File: config.mk
export PLATFORM = sky130hd
export DESIGN_NAME = i2c_three_byte_write_master_flat
export DESIGN_NICKNAME = d
export VERILOG_FILES = /design/src/rtl/i2c3w_pkg.sv /design/src/rtl/i2c3w_if.sv /design/src/rtl/i2c3w_cfg_regs.sv /design/src/rtl/i2c3w_frame.sv /design/src/rtl/i2c3w_out_reg.sv /design/src/rtl/i2c_three_byte_write_master.sv /design/src/flat_wrapper.sv
export SDC_FILE = /design/constraint.sdc
export NUM_CORES = 1
export LEC_CHECK = 0
export ABC_CLOCK_PERIOD_IN_PS = 10050
export BUFFER_PORTS_ARGS = -buffer_cell sky130_fd_sc_hd__buf_2
export CORE_UTILIZATION = 47
export CTS_CLUSTER_SIZE = 30
export DETAILED_ROUTE_END_ITERATION = 16
export GPL_TIMING_DRIVEN = 1
export PLACE_DENSITY = 0.74
export SETUP_SLACK_MARGIN = 0.2
export SKIP_CTS_REPAIR_TIMING = 1
export SLEW_MARGIN = 0
export SYNTH_ARGS = -nofsm -noshare
export SYNTH_HDL_FRONTEND = slang
export SYNTH_SLANG_ARGS = --single-unit
File: constraint.sdc
create_clock -name clk -period 10.05 [get_ports clk]
set_input_delay 0.5025 -clock clk [delete_from_list [all_inputs] [get_ports clk]]
set_output_delay 0.5025 -clock clk [all_outputs]
set_load 0.03 [all_outputs]
File: src/rtl/i2c3w_pkg.sv
// Shared types and constants for the three-byte I2C write master.
package i2c3w_pkg;

  localparam int unsigned PosW  = 7;
  localparam int unsigned RemW  = 5;
  localparam int unsigned ByteW = 8;

  localparam logic [PosW-1:0] FrameTicks = 7'd88;
  localparam logic [PosW-1:0] StartTicks = 7'd3;
  localparam logic [PosW-1:0] SlotTicks  = 7'd28;
  localparam logic [RemW-1:0] BitsTicks  = 5'd24;
  localparam logic [RemW-1:0] AckHigh    = 5'd25;
  localparam logic [ByteW-1:0] TopBit    = 8'h80;

  localparam logic [ByteW-1:0] AddrCmdRst = 8'd120;
  localparam logic [ByteW-1:0] AddrDatRst = 8'd120;
  localparam logic [ByteW-1:0] CtrlCmdRst = 8'd0;
  localparam logic [ByteW-1:0] CtrlDatRst = 8'd64;

  typedef enum logic [1:0] {
    RegAddrCmd = 2'd0,
    RegAddrDat = 2'd1,
    RegCtrlCmd = 2'd2,
    RegCtrlDat = 2'd3
  } cfg_reg_e;

  typedef enum logic {
    OpTick    = 1'b0,
    OpRequest = 1'b1
  } op_e;

  typedef struct packed {
    logic [ByteW-1:0] address_for_commands;
    logic [ByteW-1:0] address_for_data;
    logic [ByteW-1:0] control_for_commands;
    logic [ByteW-1:0] control_for_data;
  } cfg_t;

  typedef struct packed {
    logic             operation;
    logic [ByteW-1:0] payload_byte;
    logic             is_command;
  } in_item_t;

  typedef struct packed {
    logic clock_line;
    logic data_line;
    logic busy_res;
    logic request_dropped;
    logic frame_done;
  } out_item_t;

endpackage

File: src/rtl/i2c3w_if.sv
// Valid/ready channel interfaces for request/tick beats and bus-level beats.
interface i2c3w_in_if;
  logic                 valid;
  logic                 ready;
  i2c3w_pkg::in_item_t  payload;

  modport source (output valid, output payload, input ready);
  modport sink   (input valid, input payload, output ready);
endinterface

interface i2c3w_out_if;
  logic                 valid;
  logic                 ready;
  i2c3w_pkg::out_item_t payload;

  modport source (output valid, output payload, input ready);
  modport sink   (input valid, input payload, output ready);
endinterface

File: src/rtl/i2c3w_cfg_regs.sv
// Configuration register file: address and control bytes for both frame kinds.
module i2c3w_cfg_regs (
  input  logic                           clk,
  input  logic                           rst,
  input  logic                           write_en,
  input  logic [1:0]                     write_index,
  input  logic [i2c3w_pkg::ByteW-1:0]    write_data,
  output i2c3w_pkg::cfg_t                cfg
);

  always_ff @(posedge clk) begin
    if (rst) begin
      cfg.address_for_commands <= i2c3w_pkg::AddrCmdRst;
      cfg.address_for_data     <= i2c3w_pkg::AddrDatRst;
      cfg.control_for_commands <= i2c3w_pkg::CtrlCmdRst;
      cfg.control_for_data     <= i2c3w_pkg::CtrlDatRst;
    end else if (write_en) begin
      case (i2c3w_pkg::cfg_reg_e'(write_index))
        i2c3w_pkg::RegAddrCmd: cfg.address_for_commands <= write_data;
        i2c3w_pkg::RegAddrDat: cfg.address_for_data     <= write_data;
        i2c3w_pkg::RegCtrlCmd: cfg.control_for_commands <= write_data;
        i2c3w_pkg::RegCtrlDat: cfg.control_for_data     <= write_data;
        default: ;
      endcase
    end
  end

endmodule

File: src/rtl/i2c3w_frame.sv
// Frame sequencer: tick counter, held transaction and per-tick SCL/SDA levels.
module i2c3w_frame (
  input  logic                   clk,
  input  logic                   rst,
  input  logic                   accept,
  input  i2c3w_pkg::in_item_t    item,
  input  i2c3w_pkg::cfg_t        cfg,
  output i2c3w_pkg::out_item_t   result
);

  typedef struct packed {
    logic scl;
    logic sda;
  } levels_t;

  logic [i2c3w_pkg::PosW-1:0]  tick_position, tick_position_next;
  logic [i2c3w_pkg::ByteW-1:0] held_payload, held_payload_next;
  logic                        held_kind, held_kind_next;
  logic                        active, active_next;
  logic [i2c3w_pkg::PosW-1:0]  eval_pos;
  levels_t                     lv;

  // Levels on the bus during tick p of the frame.
  function automatic levels_t tick_levels(
    input logic [i2c3w_pkg::PosW-1:0]  p,
    input logic [i2c3w_pkg::ByteW-1:0] addr,
    input logic [i2c3w_pkg::ByteW-1:0] ctrl,
    input logic [i2c3w_pkg::ByteW-1:0] pay
  );
    levels_t                     l;
    logic [i2c3w_pkg::PosW-1:0]  q;
    logic [i2c3w_pkg::PosW-1:0]  rw;
    logic [i2c3w_pkg::RemW-1:0]  r;
    logic [i2c3w_pkg::ByteW-1:0] b;
    logic [7:0]                  prod;
    logic [2:0]                  bidx;
    logic [i2c3w_pkg::RemW-1:0]  ph5;
    logic [1:0]                  phase;
    logic                        val;
    q    = p - i2c3w_pkg::StartTicks;
    rw   = q;
    b    = pay;
    prod = '0;
    bidx = '0;
    ph5  = '0;
    val  = 1'b1;
    l    = '{scl: 1'b1, sda: 1'b1};
    if (q >= (i2c3w_pkg::SlotTicks << 1)) begin
      rw = q - (i2c3w_pkg::SlotTicks << 1);
    end else if (q >= i2c3w_pkg::SlotTicks) begin
      rw = q - i2c3w_pkg::SlotTicks;
      b  = ctrl;
    end else begin
      b  = addr;
    end
    r = rw[i2c3w_pkg::RemW-1:0];
    if (p < i2c3w_pkg::StartTicks) begin
      l.scl = (p < 7'd2);
      l.sda = (p == 7'd0);
    end else if (p >= i2c3w_pkg::FrameTicks - 7'd1) begin
      l.scl = 1'b1;
      l.sda = 1'b0;
    end else if (r < i2c3w_pkg::BitsTicks) begin
      // r/3 for r < 24 via reciprocal: (r * 11) >> 5
      prod  = 8'(r) * 8'd11;
      bidx  = prod[7:5];
      ph5   = r - (5'(bidx) * 5'd3);
      phase = ph5[1:0];
      val   = |((b << bidx) & i2c3w_pkg::TopBit);
      l.scl = (phase == 2'd1);
      l.sda = (phase == 2'd2 && bidx == 3'd7) ? 1'b1 : val;
    end else begin
      // ack clock, answer ignored, then the hold tick
      l.scl = (r == i2c3w_pkg::AckHigh);
      l.sda = 1'b1;
    end
    return l;
  endfunction

  // a dropped request shows the last tick that ran
  assign eval_pos = (item.operation == i2c3w_pkg::OpRequest && tick_position != '0)
                    ? tick_position - 7'd1 : tick_position;

  always_comb begin
    lv = tick_levels(eval_pos,
                     held_kind ? cfg.address_for_commands : cfg.address_for_data,
                     held_kind ? cfg.control_for_commands : cfg.control_for_data,
                     held_payload);
  end

  always_comb begin
    tick_position_next     = tick_position;
    held_payload_next      = held_payload;
    held_kind_next         = held_kind;
    active_next            = active;
    result.clock_line      = 1'b1;
    result.data_line       = 1'b1;
    result.request_dropped = 1'b0;
    result.frame_done      = 1'b0;
    if (item.operation == i2c3w_pkg::OpRequest) begin
      if (active) begin
        result.request_dropped = 1'b1;
        if (tick_position != '0) begin
          result.clock_line = lv.scl;
          result.data_line  = lv.sda;
        end
      end else begin
        held_payload_next  = item.payload_byte;
        held_kind_next     = item.is_command;
        tick_position_next = '0;
        active_next        = 1'b1;
      end
    end else if (active) begin
      result.clock_line = lv.scl;
      result.data_line  = lv.sda;
      if (tick_position >= i2c3w_pkg::FrameTicks - 7'd1) begin
        result.frame_done  = 1'b1;
        active_next        = 1'b0;
        tick_position_next = '0;
      end else begin
        tick_position_next = tick_position + 7'd1;
      end
    end
    result.busy_res = active_next;
  end

  always_ff @(posedge clk) begin
    if (rst) begin
      tick_position <= '0;
      held_payload  <= '0;
      held_kind     <= 1'b0;
      active        <= 1'b0;
    end else if (accept) begin
      tick_position <= tick_position_next;
      held_payload  <= held_payload_next;
      held_kind     <= held_kind_next;
      active        <= active_next;
    end
  end

  a_pos_range: assert property (@(posedge clk) disable iff (rst)
    tick_position <= i2c3w_pkg::FrameTicks - 7'd1)
    else $error("tick position past stop tick");

  a_idle_pos_zero: assert property (@(posedge clk) disable iff (rst)
    !active |-> tick_position == '0)
    else $error("tick position not cleared while idle");

  a_done_ends: assert property (@(posedge clk) disable iff (rst)
    accept && result.frame_done |=> !active)
    else $error("frame still active after stop tick");

  a_drop_keeps: assert property (@(posedge clk) disable iff (rst)
    accept && result.request_dropped |=> active && $stable(tick_position))
    else $error("dropped request disturbed the frame");

endmodule

File: src/rtl/i2c3w_out_reg.sv
// Result register between the sequencer and the bus-level channel.
module i2c3w_out_reg (
  input  logic                  clk,
  input  logic                  rst,
  input  logic                  load,
  input  i2c3w_pkg::out_item_t  result,
  output logic                  space,
  i2c3w_out_if.source           bus
);

  logic                 valid_q;
  i2c3w_pkg::out_item_t data_q;

  // free when empty or being drained this cycle
  assign space       = !valid_q || bus.ready;
  assign bus.valid   = valid_q;
  assign bus.payload = data_q;

  always_ff @(posedge clk) begin
    if (rst) begin
      valid_q <= 1'b0;
    end else if (load) begin
      valid_q <= 1'b1;
    end else if (bus.ready) begin
      valid_q <= 1'b0;
    end
  end

  always_ff @(posedge clk) begin
    if (load) begin
      data_q <= result;
    end
  end

endmodule

File: src/rtl/i2c_three_byte_write_master.sv
// Top level of the three-byte I2C write master.
//
//  channel  dir  beat contents                               accepted when
//  cmd      in   operation, payload_byte, is_command         cmd.valid & cmd.ready
//  bus      out  clock_line, data_line, busy_res,
//                request_dropped, frame_done                 bus.valid & bus.ready
//  write_*  in   write_index (0..3), write_data (8 bits)     write_en
//
// One beat in, one beat out, one cycle per beat while cmd.ready is high: the sequencer state updates
// at the cmd edge and the levels land in the result register the same edge.
// bus.valid rises in the cycle after cmd acceptance.
// cmd.ready is low only while the result register is full and bus.ready low.
// Synchronous reset: idle, both lines high, defaults in the config registers.
// A full frame is 88 tick beats after the accepted request.
module i2c_three_byte_write_master (
  input  logic                         clk,
  input  logic                         rst,
  i2c3w_in_if.sink                     cmd,
  i2c3w_out_if.source                  bus,
  input  logic                         write_en,
  input  logic [1:0]                   write_index,
  input  logic [i2c3w_pkg::ByteW-1:0]  write_data
);

  i2c3w_pkg::cfg_t      cfg;
  i2c3w_pkg::out_item_t result;
  logic                 space;
  logic                 accept;

  assign cmd.ready = space;
  assign accept    = cmd.valid && space;

  // address/control bytes; the user must write them only between frames, the block does not enforce it
  i2c3w_cfg_regs u_cfg (
    .clk         (clk),
    .rst         (rst),
    .write_en    (write_en),
    .write_index (write_index),
    .write_data  (write_data),
    .cfg         (cfg)
  );

  // tick counter and level generation
  i2c3w_frame u_frame (
    .clk    (clk),
    .rst    (rst),
    .accept (accept),
    .item   (cmd.payload),
    .cfg    (cfg),
    .result (result)
  );

  // result register decouples a stalled sink from the cmd side
  i2c3w_out_reg u_out (
    .clk    (clk),
    .rst    (rst),
    .load   (accept),
    .result (result),
    .space  (space),
    .bus    (bus)
  );

endmodule
File: src/flat_wrapper.sv
// flat-port wrapper written by rule: the top's interface ports become plain ports
module i2c_three_byte_write_master_flat 
  (clk, rst, write_en, write_index, write_data, cmd_valid, cmd_payload, cmd_ready, bus_valid, bus_payload, bus_ready);
  i2c3w_in_if cmd_i ();
  i2c3w_out_if bus_i ();
  input  logic clk;
  input  logic rst;
  input  logic write_en;
  input  logic [1:0] write_index;
  input  logic [i2c3w_pkg::ByteW-1:0] write_data;
  input wire logic [$bits(cmd_i.valid)-1:0] cmd_valid;
  input wire logic [$bits(cmd_i.payload)-1:0] cmd_payload;
  output wire logic [$bits(cmd_i.ready)-1:0] cmd_ready;
  output wire logic [$bits(bus_i.valid)-1:0] bus_valid;
  output wire logic [$bits(bus_i.payload)-1:0] bus_payload;
  input wire logic [$bits(bus_i.ready)-1:0] bus_ready;
  assign cmd_i.valid = cmd_valid;
  assign cmd_i.payload = cmd_payload;
  assign cmd_ready = cmd_i.ready;
  assign bus_valid = bus_i.valid;
  assign bus_payload = bus_i.payload;
  assign bus_i.ready = bus_ready;
  i2c_three_byte_write_master u_core (.clk(clk), .rst(rst), .cmd(cmd_i), .bus(bus_i), .write_en(write_en), .write_index(write_index), .write_data(write_data));
endmodule
==> metrics <==
largest net degree at the start of global routing=between 50 and 60; antenna-violating nets left=0; Max Slew Vio Count=0; area fraction of the dominant cell type after synthesis=26.74%; grt ovf=0; Tcrit/Tclk final=roughly 80%; final hold viol count=0; Syn. warnings=0; first-pass GRT wire length=14,950 µm; vias in the first global route=roughly 3,200; layout cells sized above 1=around 14%; routed length per instance=~15 µm; DR DRC count=0; GR met2 Demand/Resource=37.56%; Arr. time, crit path=8.21 ns; ys flop type=dfxtp_1; Worst-path clk slew=approximately 0.11 ns; Slew headroom=33.91%; count of cell types in the netlist=70; xor and xnor area share after synthesis=2.106%; Least-Margin Pin Slew=0.9843 ns; FMAX=122.9 MHz; via count=3,315; P&R area growth vs syn=7.821%; Syn Area/Cell=roughly 8.3 µm²; Clock Path Buffers=2; Die ar.=8326 µm²; post-synthesis adder-cell area fraction=8.556%; max-cap viol count=0; initial antenna violation count=0; # nets final=515; Peak VDD IR=between 0.07 and 0.08 mV; Pwr Density=133.4 nW/µm²; setup_tns=0 ns; simple-gate share of the synthesized area=22.73%; vias per cell=between 5 and 6; clock sink count=55; met1 Track Usage GR=28.63%; setup violators final=0; Finished Layout Cells=~570; status=completed; Required @ worst endpoint=10.13 ns; Initial Utilization=48.45%; ranking of synthesized cells by area=dfxtp_1 27%, ha_1 8.0%, nand2_1 5.9%; critical path capture point type=flop; Tmin final=8.134 ns; clk_lat worst skew=0.32 ns; Clk Tree Root Cell=clkbuf_8; final WL=8703 µm; Num CTS Buffers=5; I/O pins=32; Placed Cells incl. Taps=560; detailed placement HPWL=6368 µm; Syn Inst Count=450; chip height=about 91 µm; M3 GR Usage=3.183%; Yosys top cell by area=dfxtp_1; n_diodes=0; Compound-Gate Fraction of Synth Area=~22%; Cell Rows=32; Setup crit start kind=flop; fraction of registers with async set/reset=0%; slowest CP cell=xnor2_1; Post-synth EDFFs=5; Die Wd=91.25 µm; total iterations of the first detailed-routing run=5; Core Region=between 7000 and 8000 µm²; gpl congestion=~0.87; syn_nets=500; Hold Crit Class=input pin to flop; mux share of post-synthesis cell area=8.489%; CP Class=flop to flop; largest family of logic cells by synthesized area=simple AND/OR/NAND/NOR gates; Post-Syn Area=3744 µm²; Most Crowded Layer GR=met2; Global Route Usage Sum=between 20% and 30%; DRC marker count from the first detailed-route iteration=258; #FFs+latches synth=between 50 and 60; unrepaired setup endpoints after global routing=no; TritonCTS clock tree=done; Crit Path Max Fanout=17; leakage=1.718 nW; Largest stage delay, worst path=0.78 ns; Clock Skew=0.008932 ns; input/output buffers=31; Seq/Total Area, Yosys=30.75%; H-tree depth=2
worst max-delay path, delay by kind of cell, from the launching register on:
family	cells	cell delay [ns]
AND/OR/NAND/NOR	6	1.51
flip-flops	1	0.47
XOR/XNOR	3	1.52
adder cells (fa/ha/maj)	5	1.50
AO/OA/AOI/OAI	10	2.27
multiplexers	1	0.30
buffers and inverters	4	0.31
sequential cells by signal, indices dropped and copies added, names as in the netlist:
name,count
u_core.u_out.bus.payload,5
u_core.u_cfg.cfg,32
u_core.u_frame.tick_position,7
u_core.u_frame.held_payload,8
u_core.u_frame.held_kind,1
u_core.u_frame.active,1
u_core.u_out.bus.valid,1
final timing paths:
check             cells past startpoint  slack, ns                       startpoint                              to
hold / removal                        3       0.42                   cmd_payload[1]  u_core.u_frame.held_payload[0]
setup reg to reg                     29       1.92  u_core.u_frame.tick_position[3]     u_core.u_out.bus.payload[3]
hold reg to reg                       2       0.46              u_core.u_cfg.cfg[5]             u_core.u_cfg.cfg[5]
setup / recovery                     29       1.92  u_core.u_frame.tick_position[3]     u_core.u_out.bus.payload[3]
cells in the mapped netlist (all sizes together) (2+ instances only):
library cell	n
mux2i	19
o32a	2
and3	7
a31o	2
o311a	2
nor3	3
o211a	2
a22oi	3
clkbuf	19
ha	24
or2	3
o211ai	4
nand3	18
nand2b	6
o21bai	3
a211oi	5
o31ai	3
nand3b	9
mux4	3
a31oi	3
nand2	59
or3	2
and2	3
o21a	3
edfxtp	5
a2111oi	5
dfxtp	50
mux2	5
buf	6
inv	26
xnor2	7
a311oi	7
nor2	36
nor4	3
o21ai	13
xor2	2
a21boi	2
nor2b	12
nor3b	4
a211o	5
a21oi	38
stage by stage:
stage | total power, W | instance area [µm²] | utilization [%] | worst slack [ns] | hold slack [ns]
2_1_floorplan | 0.0003738 | 3744 | - | 2.901 | 0.4312
3_3_place_gp | 0.0004073 | 3940 | 50.99 | 2.399 | 0.4376
3_5_place_dp | 0.0004116 | 3940 | 50.99 | 2.029 | 0.4436
4_1_cts | 0.0005442 | 4036 | 52.23 | 1.997 | 0.4103
5_1_grt | 0.0005745 | 4036 | 52.23 | 1.275 | 0.4129
6_report | 0.0005385 | 4036 | 52.23 | 1.916 | 0.4184
cells by family after synthesis:
kind of cell               after synthesis
adders and majority gates               25
AOI/OAI and AO/OA                      112
and+or+nand+nor                        171
buffers and inverters                   51
xor gates and xnor gates                 9
DFF                                     55
muxes                                   27
routing by layer:
metal | vias up | part of all wire [%]
met4 | 0 | 2.4
li1 | 1648 | -
met5 | - | 0
met1 | 1543 | 45
met2 | 103 | 48
met3 | 21 | 4.7
final cells by class:
type / instances / area [µm²]
inverter: 26 / 97.59
timing repair buffer: 33 / 170.2
fill: 725 / 3691
multi-input combinational: 344 / 2394
sequential: 55 / 1151
clock buffer: 5 / 68.82
tap: 102 / 127.6
clock inverter: 3 / 27.53
cells in the final DEF (no fill, tap or decap), drive strengths merged, types with 3 or more instances in the layout:
master,count
a2111oi,5
a211o,5
a211oi,5
a21oi,38
a22oi,3
a311oi,7
a31oi,3
and2,3
and3,7
buf,33
clkbuf,5
dfxtp,50
edfxtp,5
ha,24
inv,27
mux2,5
mux2i,19
mux4,3
nand2,59
nand2b,6
nand3,18
nand3b,9
nor2,36
nor2b,12
nor3,3
nor3b,4
nor4,3
o211ai,4
o21a,3
o21ai,13
o21bai,3
o31ai,3
or2,3
xnor2,7
where the power goes:
| part | switching, W | leakage, nW | internal [W] |
|---|---|---|---|
| clock network | 0.0000789 | 0.0463 | 0.0000513 |
| logic | 0.000102 | 1.22 | 0.0000719 |
| registers | 0.00000499 | 0.451 | 0.000230 |
(Power assumes the default switching activity.)
